`src/aesp_pkg.sv`:
```
// Types and constants for the angle encoder SPI poller.
package aesp_pkg;

  // Poll state kept for each encoder
  typedef enum logic [1:0] {
    POLL_ANGLE = 2'd0,
    POLL_ERRFL = 2'd1,
    POLL_DIAG  = 2'd2
  } poll_t;

  // Read command issued to an encoder
  typedef enum logic [1:0] {
    CMD_ANGLE = 2'd0,
    CMD_ERRFL = 2'd1,
    CMD_DIAG  = 2'd2
  } cmd_t;

  // Latched error code
  typedef enum logic [1:0] {
    KIND_NONE  = 2'd0,
    KIND_LINK  = 2'd1,
    KIND_ERRFL = 2'd2,
    KIND_DIAG  = 2'd3
  } kind_t;

  // Configuration register indexes
  localparam logic [1:0] CFG_PIPELINED = 2'd0;
  localparam logic [1:0] CFG_FULL_DIAG = 2'd1;
  localparam logic [1:0] CFG_MAX_RECOV = 2'd2;

  // Command words with read bit and even parity already in place
  localparam logic [15:0] WORD_ANGLE = 16'hFFFF;
  localparam logic [15:0] WORD_ERRFL = 16'h4001;
  localparam logic [15:0] WORD_DIAG  = 16'hFFFC;

  // Frames that mean the link is dead
  localparam logic [15:0] FRAME_LOW  = 16'h0000;
  localparam logic [15:0] FRAME_HIGH = 16'hFFFF;

  // Detail latched on a parity failure
  localparam logic [11:0] DETAIL_PARITY = 12'h004;

  localparam logic [7:0] RETRY_MAX = 8'hFF;

endpackage

```
`src/angle_encoder_spi_poller_top.sv`:
```
// Angle encoder SPI poller: per-encoder command choice and frame decode.
//
//  channel  handshake                  payload
//  -------  -------------------------  --------------------------------------------
//  in       in_valid / in_stall        encoder_index, rx_frame, link_ok
//  out      out_valid / out_stall      tx_command, angle, angle_valid, error_flag,
//                                      error_kind, error_detail
//  cfg      cfg_write                  cfg_index, cfg_data
//
// One request per cycle sustained while out_stall is low; a request passes through the input
// register, then the decode into the result register.
// Per-encoder state sits in flip-flops, read and written in the decode cycle,
// so requests to the same encoder follow each other with no gap.
// Reset clears all per-encoder state and loads the register defaults at once.
// A stalled result holds the decode stage; the input register then stalls in turn.
module angle_encoder_spi_poller_top #(
  parameter int NUM_ENCODERS = 32
) (
  input  logic        clk,
  input  logic        rst,
  // configuration
  input  logic        cfg_write,
  input  logic [1:0]  cfg_index,
  input  logic [7:0]  cfg_data,
  // request channel
  input  logic        in_valid,
  output logic        in_stall,
  input  logic [4:0]  encoder_index,
  input  logic [15:0] rx_frame,
  input  logic        link_ok,
  // result channel
  output logic        out_valid,
  input  logic        out_stall,
  output logic [15:0] tx_command,
  output logic [13:0] angle,
  output logic        angle_valid,
  output logic        error_flag,
  output logic [1:0]  error_kind,
  output logic [11:0] error_detail
);

  localparam int IDX_W = (NUM_ENCODERS > 1) ? $clog2(NUM_ENCODERS) : 1;

  // configuration registers
  logic       pipelined_mode;
  logic       full_diag;
  logic [7:0] retry_limit;

  // per-encoder state
  aesp_pkg::poll_t poll_state     [NUM_ENCODERS];
  aesp_pkg::cmd_t  last_command   [NUM_ENCODERS];
  aesp_pkg::kind_t latched_kind   [NUM_ENCODERS];
  logic [11:0]     latched_detail [NUM_ENCODERS];
  logic [7:0]      retry_count    [NUM_ENCODERS];

  // input register
  logic        s1_valid;
  logic [4:0]  s1_index;
  logic [15:0] s1_frame;
  logic        s1_link;

  // handshake
  logic pipe_move;
  logic in_take;
  logic s1_fire;

  // decode signals
  logic [8:0]       idx_ext;
  logic [8:0]       id_ext;
  logic             in_range;
  logic [IDX_W-1:0] id;
  aesp_pkg::poll_t  cur_poll;
  aesp_pkg::cmd_t   cur_last;
  aesp_pkg::kind_t  cur_kind;
  logic [11:0]      cur_detail;
  logic [7:0]       cur_retry;
  logic [7:0]       retry_bump;
  aesp_pkg::cmd_t   issued;
  aesp_pkg::cmd_t   against;
  logic             dead_link;
  logic             parity_bad;
  logic [15:0]      word_next;

  aesp_pkg::poll_t  poll_next;
  aesp_pkg::cmd_t   last_next;
  aesp_pkg::kind_t  kind_next;
  logic [11:0]      detail_next;
  logic [7:0]       retry_next;
  logic             eflag_next;
  logic             valid_next;
  logic [13:0]      angle_next;

  // handshake: result register frees up when empty or taken
  assign pipe_move = !out_valid || !out_stall;
  assign in_stall  = s1_valid && !pipe_move;
  assign in_take   = in_valid && !in_stall;
  assign s1_fire   = s1_valid && pipe_move;

  // encoder select, clamped to the last encoder when out of range
  assign idx_ext  = 9'(s1_index);
  assign in_range = idx_ext < 9'(NUM_ENCODERS);
  assign id_ext   = in_range ? idx_ext : 9'(NUM_ENCODERS - 1);
  assign id       = id_ext[IDX_W-1:0];

  assign cur_poll   = poll_state[id];
  assign cur_last   = last_command[id];
  assign cur_kind   = latched_kind[id];
  assign cur_detail = latched_detail[id];
  assign cur_retry  = retry_count[id];

  assign retry_bump = (cur_retry == aesp_pkg::RETRY_MAX) ? cur_retry : cur_retry + 8'd1;
  assign dead_link  = !s1_link || (s1_frame == aesp_pkg::FRAME_LOW) ||
                      (s1_frame == aesp_pkg::FRAME_HIGH);
  assign parity_bad = (^s1_frame[14:0]) != s1_frame[15];

  // next command from the state before decode
  always_comb begin
    case (cur_poll)
      aesp_pkg::POLL_ERRFL: issued = aesp_pkg::CMD_ERRFL;
      aesp_pkg::POLL_DIAG:  issued = full_diag ? aesp_pkg::CMD_DIAG : aesp_pkg::CMD_ANGLE;
      default:              issued = aesp_pkg::CMD_ANGLE;
    endcase
  end

  always_comb begin
    unique case (issued)
      aesp_pkg::CMD_ERRFL: word_next = aesp_pkg::WORD_ERRFL;
      aesp_pkg::CMD_DIAG:  word_next = aesp_pkg::WORD_DIAG;
      default:             word_next = aesp_pkg::WORD_ANGLE;
    endcase
  end

  // frame decode
  always_comb begin
    against     = pipelined_mode ? cur_last : issued;
    last_next   = pipelined_mode ? issued : cur_last;
    poll_next   = cur_poll;
    kind_next   = cur_kind;
    detail_next = cur_detail;
    retry_next  = cur_retry;
    eflag_next  = 1'b0;
    valid_next  = 1'b0;
    angle_next  = '0;
    if (dead_link) begin
      eflag_next  = 1'b1;
      kind_next   = aesp_pkg::KIND_LINK;
      detail_next = '0;
      retry_next  = retry_bump;
      if (retry_bump >= retry_limit) begin
        poll_next = aesp_pkg::POLL_ANGLE;
      end
    end else if (parity_bad) begin
      eflag_next  = 1'b1;
      kind_next   = aesp_pkg::KIND_ERRFL;
      detail_next = aesp_pkg::DETAIL_PARITY;
      poll_next   = aesp_pkg::POLL_ERRFL;
    end else begin
      case (against)
        aesp_pkg::CMD_ANGLE: begin
          if (s1_frame[14]) begin
            eflag_next = 1'b1;
            poll_next  = aesp_pkg::POLL_ERRFL;
          end else begin
            valid_next = 1'b1;
            angle_next = s1_frame[13:0];
            retry_next = '0;
            if (cur_kind != aesp_pkg::KIND_LINK) begin
              kind_next   = aesp_pkg::KIND_NONE;
              detail_next = '0;
            end
            poll_next = aesp_pkg::POLL_ANGLE;
          end
        end
        aesp_pkg::CMD_ERRFL: begin
          eflag_next = 1'b1;
          if (|s1_frame[2:0]) begin
            kind_next   = aesp_pkg::KIND_ERRFL;
            detail_next = {8'd0, s1_frame[3:0]};
          end
          poll_next = full_diag ? aesp_pkg::POLL_DIAG : aesp_pkg::POLL_ANGLE;
        end
        aesp_pkg::CMD_DIAG: begin
          eflag_next = 1'b1;
          if (|s1_frame[11:8]) begin
            kind_next   = aesp_pkg::KIND_DIAG;
            detail_next = s1_frame[11:0];
          end
          retry_next = retry_bump;
          poll_next  = aesp_pkg::POLL_ANGLE;
        end
        default: begin
          poll_next = aesp_pkg::POLL_ANGLE;
        end
      endcase
    end
  end

  // control, configuration and per-encoder state
  always_ff @(posedge clk) begin
    if (rst) begin
      s1_valid       <= 1'b0;
      out_valid      <= 1'b0;
      pipelined_mode <= 1'b1;
      full_diag      <= 1'b1;
      retry_limit    <= 8'd3;
      for (int i = 0; i < NUM_ENCODERS; i++) begin
        poll_state[i]     <= aesp_pkg::POLL_ANGLE;
        last_command[i]   <= aesp_pkg::CMD_ANGLE;
        latched_kind[i]   <= aesp_pkg::KIND_NONE;
        latched_detail[i] <= '0;
        retry_count[i]    <= '0;
      end
    end else begin
      if (cfg_write) begin
        unique case (cfg_index)
          aesp_pkg::CFG_PIPELINED: pipelined_mode <= cfg_data[0];
          aesp_pkg::CFG_FULL_DIAG: full_diag      <= cfg_data[0];
          aesp_pkg::CFG_MAX_RECOV: retry_limit    <= cfg_data;
          default: ;
        endcase
      end
      if (in_take) begin
        s1_valid <= 1'b1;
      end else if (pipe_move) begin
        s1_valid <= 1'b0;
      end
      if (pipe_move) begin
        out_valid <= s1_valid;
      end
      if (s1_fire && in_range) begin
        poll_state[id]     <= poll_next;
        last_command[id]   <= last_next;
        latched_kind[id]   <= kind_next;
        latched_detail[id] <= detail_next;
        retry_count[id]    <= retry_next;
      end
    end
  end

  // payload registers
  always_ff @(posedge clk) begin
    if (in_take) begin
      s1_index <= encoder_index;
      s1_frame <= rx_frame;
      s1_link  <= link_ok;
    end
    if (s1_fire) begin
      tx_command <= word_next;
      if (in_range) begin
        angle        <= angle_next;
        angle_valid  <= valid_next;
        error_flag   <= eflag_next;
        error_kind   <= kind_next;
        error_detail <= detail_next;
      end else begin
        angle        <= '0;
        angle_valid  <= 1'b0;
        error_flag   <= 1'b0;
        error_kind   <= aesp_pkg::KIND_NONE;
        error_detail <= '0;
      end
    end
  end

endmodule

```
`config.mk`:
```
export PLATFORM = sky130hd
export DESIGN_NAME = angle_encoder_spi_poller_top
export DESIGN_NICKNAME = d
export VERILOG_FILES = /design/src/aesp_pkg.sv /design/src/angle_encoder_spi_poller_top.sv
export SDC_FILE = /design/constraint.sdc
export NUM_CORES = 1
export LEC_CHECK = 0
export ABC_AREA = 1
export BUFFER_PORTS_ARGS = -buffer_cell sky130_fd_sc_hd__buf_2
export CAP_MARGIN = 25
export CORE_AREA = 2 2 273 275
export CTS_BUF_LIST = sky130_fd_sc_hd__clkbuf_8 sky130_fd_sc_hd__clkbuf_16
export DETAILED_ROUTE_END_ITERATION = 8
export DIE_AREA = 0 0 275 277
export PLACE_DENSITY_LB_ADDON = 0.25
export SLEW_MARGIN = 5
export SYNTH_ARGS = -nofsm -noshare
export SYNTH_HDL_FRONTEND = slang
export SYNTH_SLANG_ARGS = --single-unit
```
`constraint.sdc`:
```
create_clock -name clk -period 6.04 [get_ports clk]
set_input_delay 0.604 -clock clk [delete_from_list [all_inputs] [get_ports clk]]
set_output_delay 0.604 -clock clk [all_outputs]
set_load 0.02 [all_outputs]
```
==> results_dict.tcl, run 1 <==
set metrics [dict create \
    floorplan.initialDensity_pct 54.4 \
    number_of_global_route_vias_before_repair 28123 \
    rr_worst_depth 19 \
    mappedNetlistArea_um2 40000 \
    share_clk_of_total_power_pct 38.7 \
    yosysUniqueCellTypes 50 \
    synthesis.instances 3708 \
    crit_required_ns 6.40 \
    tritoncts.num_buffers 90 \
    row_count 100 \
    routed_wl_um 117000 \
    antennaDiodeCount 0 \
    maxClockFrequency_mhz 181 \
    largest_family_of_logic_cells_by_synthesized_area "simple AND/OR/NAND/NOR gates" \
    clock_tree_from_tritoncts "built" \
    drt-initial-drc-count 3691 \
    yosys.area_share.xor_xnor_pct 0.175 \
    synth_area_leader_cell "edfxtp_1" \
    timing.final.max_slew_violations 0 \
    core_area_um2 73600 \
    post-synth-top-count-cell "edfxtp_1" \
    ctsRootBufferMaster "clkbuf_16" \
    r2r_start "s1_index[0]" \
    internal-power_w 0.0104 \
    detail_route.drc_violations 0 \
    routabilityCongestion 0.860 \
    floorplan.die.height_um 277 \
    sink_count 899 \
    wire_per_inst_um 24.6 \
    fin_crit_sh_pct 91.4 \
    max-cap-violations 0 \
    synth-compound-area-share_pct 10.0 \
    global_route_wire_length_before_repair_um 175000 \
    skew_ns 0.0246 \
    power.switching_w 0.00354 \
    critical_path.cell_chain "nor2_4 > a22oi_1 > a21oi_1 > or2_2 > nor2_1 > nand2_1 > inv_1 > ha_1 > nor2_1 > inv_1 > o21ai_0 > inv_1 > ha_1 > nand2_1 > nand4_2 > nand3_1 > nand2_1 > inv_2 > nor2_1" \
    post_cts.resized_instances 0 \
    yosysWarningCount 0 \
    port-buffer-count 83 \
    post-route-util_pct 60.0 \
    power.leakage_nw 16.3 \
    hold-path-endpoint "s1_frame[7]" \
    timing.setup.critical_path_class "register to register" \
    power-per-cell-area_nw_per_um2 316 \
    hold_path_startpoint "rx_frame[7]" \
    path_clk_slew_ns 0.06 \
    yosys.area.top_type_share_pct 66.5 \
    crit_path_max_incr_delay_ns 0.84 \
    hpwl_um 69600 \
    drt_pass1_iterations 6 \
    hold_path_depth 1 \
    clk_path_buf_depth 3 \
    start_kind "register" \
    area.growth.synth_to_final_pct 10.2 \
    relSlewSlack_pct 32.7 \
    largest_net_degree_at_the_start_of_global_routing 95 \
    die_width_um 275 \
    placed_area_um2 41300 \
    synth_edf_count 887 \
    antenna_violating_nets_post_route 0 \
    cts_post_setup_buffers_inserted 0 \
    gr-total-overflow 0 \
    critical_path_arrival_ns 5.88 \
    synthesis.nets 3776 \
    power_switching_share_pct 25.4 \
    rr_endpoint "retry_count[12][2]" \
    htreeDepth 3 \
    total_negative_slack_for_setup_checks_ns 0 \
    crit_path_top_delay_cell "nor2_4" \
    yosysSeqAreaShare_pct 67.1 \
    filler_cell_count 6011 \
    async_reset_ff_share_pct 0 \
    clkLatencyLatePin_ns 0.67 \
    postSynthRegisterBits 899 \
    top_level_ports 85 \
    finalSetupViolCount 0 \
    cts_hold_repair.buffers 0 \
    share_seq_of_total_power_pct 51.2 \
    cp_max_fo 32 \
    grt_antenna_before_repair 0 \
    final_layout_size_suffix_gt1_share_pct 11.5 \
    yosys.area_share.simple_pct 16.7 \
    ys_dominant_reg_cell "edfxtp_1" \
    nNetsFinal 3787 \
    hp-class "input pin to register" \
    finalPower_w 0.0140 \
    via_per_inst 6.10 \
    ir_drop_mv 0.267 \
    final_hold_viol_count 0 \
    unrepaired_setup_endpoints_after_global_routing "false" \
    period_needed_ns 5.52 \
    synth.cells.most_frequent "edfxtp_1, nand2_1, nor2_1" \
    die-area_um2 76200 \
    run_status "complete, no violations" \
    reg2reg_setup_slack_ns 0.52 \
    grt_use_total_pct 30.7 \
    comb_power_share_pct 10.1 \
    tightestPinTransition_ns 1.01 \
    synth-adder-area-share_pct 0.969 \
    synthesis.area_per_instance_um2 10.8 \
    synth.area.mux_share_pct 0 \
    critical_path.endpoint_type "register" \
    largest_cells_by_area_after_synthesis "edfxtp_1, nand2_1, nor2_1" \
    num_vias 29010 \
    area_of_all_placed_cells_without_fillers_um2 44100 \
]
-- routing by layer --
metal  routed length (µm)  global-route usage (%)
met2                55000                    48.5
met4                 5720                    13.8
met3                11800                    4.27
met1                44300                    42.4
met5                    0                       0
-- cell families after synthesis --
family	count (synthesis)
simple gates	1656
flops	899
compound gates	681
buf+inv	432
fa+ha+maj	31
xor+xnor	8
other cells	1
-- cell usage in the layout (no fill, tap or decap), drive strengths merged --
cell type / Yosys / layout
o41ai: 1 / 1
and2: 2 / 2
dfxtp: 12 / 12
xnor2: 5 / 5
inv: 99 / 126
clkbuf: 129 / 92
edfxtp: 887 / 887
nor2: 669 / 669
and3: 1 / 1
o21ai: 49 / 49
nor4b: 1 / 1
a211oi: 1 / 1
clkinvlp: 0 / 1
nand4: 29 / 29
o211ai: 3 / 3
a221oi: 3 / 3
conb: 1 / 1
a22oi: 205 / 205
nand3b: 1 / 1
or2: 21 / 21
nand2: 851 / 851
xor2: 3 / 3
clkinv: 30 / 64
nor4: 8 / 8
nand3: 48 / 48
bufinv: 0 / 7
nor3: 23 / 23
or4: 1 / 1
o21bai: 1 / 1
a31oi: 2 / 2
o22ai: 48 / 48
nand2b: 1 / 1
buf: 174 / 221
ha: 31 / 31
a21oi: 368 / 368
-- state kept, by name, summed over array words and instances, names as in the netlist --
| signal | count |
|---|---|
| full_diag | 1 |
| error_flag | 1 |
| angle_valid | 1 |
| s1_index | 5 |
| last_command | 64 |
| out_valid | 1 |
| latched_kind | 64 |
| error_detail | 12 |
| s1_link | 1 |
| s1_frame | 16 |
| retry_count | 256 |
| tx_command | 3 |
| latched_detail | 384 |
| s1_valid | 1 |
| poll_state | 64 |
| angle | 14 |
| retry_limit | 8 |
| pipelined_mode | 1 |
| error_kind | 2 |
-- power by group through the flow --
stage	combinational [W]	sequential (W)	clock (W)
6_report	0.00140	0.00715	0.00541
3_5_place_dp	0.00137	0.00728	0
4_1_cts	0.00138	0.00715	0.00542
5_1_grt	0.00150	0.00717	0.00565
3_3_place_gp	0.00135	0.00727	0
2_1_floorplan	0.000896	0.00728	0
-- area by class of cell --
cell class | instances | area, µm² | area share (%)
clock buffers | 91 | 2280 | 5.16
flip-flops and latches | 899 | 26900 | 60.9
well taps | 969 | 1210 | 2.75
multi-input cells | 2377 | 11200 | 25.3
inverters | 129 | 492 | 1.11
repair buffers | 222 | 1570 | 3.55
clock inverters | 69 | 513 | 1.16
-- through the flow --
| step | setup WS [ns] | hold slack [ns] | cells |
|---|---|---|---|
| 3_5_place_dp | 0.559 | 0.522 | 4595 |
| 2_1_floorplan | 1.66 | 0.435 | 3708 |
| 5_1_grt | 0.246 | 0.103 | 4756 |
| 4_1_cts | 0.555 | 0.0907 | 4755 |
| 3_3_place_gp | 0.680 | 0.513 | 4593 |
| 6_report | 0.522 | 0.115 | 4756 |
-- how the worst max path moves through the flow --
stage | slack [ns] | startpoint | end
global placement | 0.68 | s1_index[1] | poll_state[21][0]
detailed placement | 0.56 | s1_index[1] | poll_state[29][0]
CTS | 0.56 | s1_index[1] | poll_state[29][0]
floorplan | 1.66 | out_stall | last_command[0][0]
finish | 0.52 | s1_index[0] | retry_count[12][2]
global route | 0.25 | s1_index[0] | retry_count[12][2]
-- worst max-delay path, delay by kind of cell, from the launching register on --
kind / cells / cell delay, ns
adder cells (fa/ha/maj): 2 / 0.53
AO/OA/AOI/OAI: 3 / 0.74
AND/OR/NAND/NOR: 10 / 2.39
buffers and inverters: 4 / 0.97
flip-flops: 1 / 0.54
No activity file was read; power rests on OpenSTA's default activity.
==> inputs of run 2 (changes only) <==
- CTS_BUF_LIST: sky130_fd_sc_hd__clkbuf_8 sky130_fd_sc_hd__clkbuf_16 -> sky130_fd_sc_hd__clkbuf_4
==> results_dict.tcl, run 2 (same netlist as run 1, synthesis figures left out) <==
set metrics [dict create \
    run_status "complete, no violations" \
    post_cts.resized_instances 0 \
    antenna_violating_nets_post_route 0 \
    num_vias 29958 \
    sink_count 899 \
    total_negative_slack_for_setup_checks_ns 0 \
    critical_path.endpoint_type "register" \
    htreeDepth 4 \
    row_count 100 \
    power-per-cell-area_nw_per_um2 309 \
    grt_antenna_before_repair 3 \
    crit_path_max_incr_delay_ns 0.61 \
    maxClockFrequency_mhz 182 \
    number_of_global_route_vias_before_repair 29389 \
    critical_path.startpoint "s1_index[1]" \
    ctsRootBufferMaster "clkbuf_4" \
    port-buffer-count 83 \
    internal-power_w 0.0102 \
    power_switching_share_pct 26.1 \
    relSlewSlack_pct 31.5 \
    die_width_um 275 \
    reg.largest.list "latched_detail (384), retry_count (256)" \
    ff_latch_area_um2 26900 \
    placed_area_um2 41300 \
    layout.cells.most_common_list "edfxtp_1, nand2_1, nor2_1" \
    largest-register "latched_detail" \
    mostFrequentLayoutCell "edfxtp_1" \
    timing.setup.critical_path_class "register to register" \
    rr_worst_depth 22 \
    pre_cts_ws_ns 0.559 \
    finalSetupViolCount 0 \
    grt_use_total_pct 31.1 \
    hp-class "input pin to register" \
    critical_path.cell_chain "inv_4 > nor2_4 > buf_4 > buf_4 > nand2_1 > nand3_1 > nand2_1 > nand2_1 > nor2_1 > nand2_1 > nand2_1 > nor2_4 > nand3b_1 > and2_1 > ha_1 > a21oi_1 > o21ai_0 > a211oi_1 > nand3_1 > nand2_1 > inv_1 > nor2_1" \
    detail_route.drc_violations 0 \
    critPathMostFrequentCell "nand2_1" \
    skew_ns 0.0585 \
    hpwl_um 69600 \
    cts_post_setup_buffers_inserted 0 \
    nNetsFinal 3959 \
    wire_per_inst_um 23.5 \
    routabilityCongestion 0.860 \
    unrepaired_setup_endpoints_after_global_routing "false" \
    reg2reg_setup_slack_ns 0.53 \
    filler_cell_count 6082 \
    crit_required_ns 6.97 \
    fin_crit_sh_pct 91.2 \
    share_seq_of_total_power_pct 51.8 \
    tightestPinTransition_ns 1.03 \
    worst_slack_ns 0.533 \
    via_per_inst 5.96 \
    floorplan.initialDensity_pct 54.4 \
    clk_path_buf_depth 3 \
    power.switching_w 0.00360 \
    global_route_wire_length_before_repair_um 177000 \
    die-area_um2 76200 \
    final_hold_viol_count 0 \
    area.growth.synth_to_final_pct 11.5 \
    gr-total-overflow 0 \
    clkLatencyLatePin_ns 1.10 \
    r2r_start "s1_index[1]" \
    critical_path_arrival_ns 6.43 \
    routed_wl_um 118000 \
    crit_path_top_delay_cell "a211oi_1" \
    share_clk_of_total_power_pct 37.9 \
    post-route-util_pct 60.7 \
    area_of_all_placed_cells_without_fillers_um2 44600 \
    period_needed_ns 5.51 \
    tritoncts.num_buffers 225 \
    path_clk_slew_ns 0.06 \
    drt-initial-drc-count 3640 \
    ir_drop_mv 0.221 \
    start_kind "register" \
    final_layout_size_suffix_gt1_share_pct 16.6 \
    timing.final.max_slew_violations 0 \
    top_level_ports 85 \
    crit_path_end "poll_state[11][1]" \
    rr_endpoint "poll_state[11][1]" \
    comb_power_share_pct 10.3 \
    largest_net_degree_at_the_start_of_global_routing 95 \
    clock_tree_from_tritoncts "built" \
    max-cap-violations 0 \
    cp_max_fo 38 \
    drt_pass1_iterations 9 \
    multi_input_comb_area_um2 11200 \
    floorplan.die.height_um 277 \
    flip_flop_count_of_the_largest_register_after_layout 384 \
    core_area_um2 73600 \
    power.leakage_nw 16.8 \
]
[run 2: layout make-up]
class / instances / area share (%)
multi-input combinational: 2377 / 25.0
tap: 969 / 2.72
clock buffer: 346 / 5.82
clock inverter: 47 / 0.749
inverter: 129 / 1.10
antenna: 1 / 0.00561
timing repair buffer: 259 / 4.34
sequential: 899 / 60.2
[run 2: metal layers]
metal | track usage [%] | part of all wire (%) | up-vias
met3 | 5.76 | 11 | 305
met1 | 41.6 | 37 | 14435
li1 | - | - | 13343
met4 | 16.0 | 4.8 | 2
met2 | 48.9 | 47 | 1873
met5 | 0 | 0.0093 | -
[run 2: how the worst min path moves through the flow]
stage	start	end	slack [ns]	cells past startpoint
2_1_floorplan	retry_limit[2]	retry_limit[2]	0.44	2
3_3_place_gp	retry_limit[2]	retry_limit[2]	0.51	2
3_5_place_dp	retry_limit[2]	retry_limit[2]	0.52	2
4_1_cts	cfg_write	retry_limit[5]	0.08	3
5_1_grt	cfg_write	retry_limit[5]	0.17	3
6_report	cfg_write	retry_limit[5]	0.17	3
[run 2: critical path: cells and delay by family, from the launching register on]
family / cells / cell delay [ns]
buffers and inverters: 4 / 1.35
adder cells (fa/ha/maj): 1 / 0.28
flip-flops: 1 / 0.57
AO/OA/AOI/OAI: 3 / 0.84
AND/OR/NAND/NOR: 14 / 2.28
[run 2: through the flow]
step	total power, W	hold WS (ns)	cells
floorplan	0.00817	0.435	3708
global placement	0.00862	0.513	4593
detailed placement	0.00865	0.522	4595
CTS	0.0138	0.0805	5025
global route	0.0143	0.167	5027
finish	0.0138	0.169	5027
[run 2: power groups by stage]
| stage | registers, W | clock network [W] | logic [W] |
|---|---|---|---|
| 6_report | 0.00714 | 0.00523 | 0.00142 |
| 5_1_grt | 0.00716 | 0.00561 | 0.00152 |
| 4_1_cts | 0.00714 | 0.00530 | 0.00139 |
| 3_5_place_dp | 0.00728 | 0 | 0.00137 |
| 3_3_place_gp | 0.00727 | 0 | 0.00135 |
| 2_1_floorplan | 0.00728 | 0 | 0.000896 |
[run 2: timing repair]
item	CTS	global route
hold buffers	37	0
endpoints found under the setup margin	0	0
hold endpoints to repair	34	0
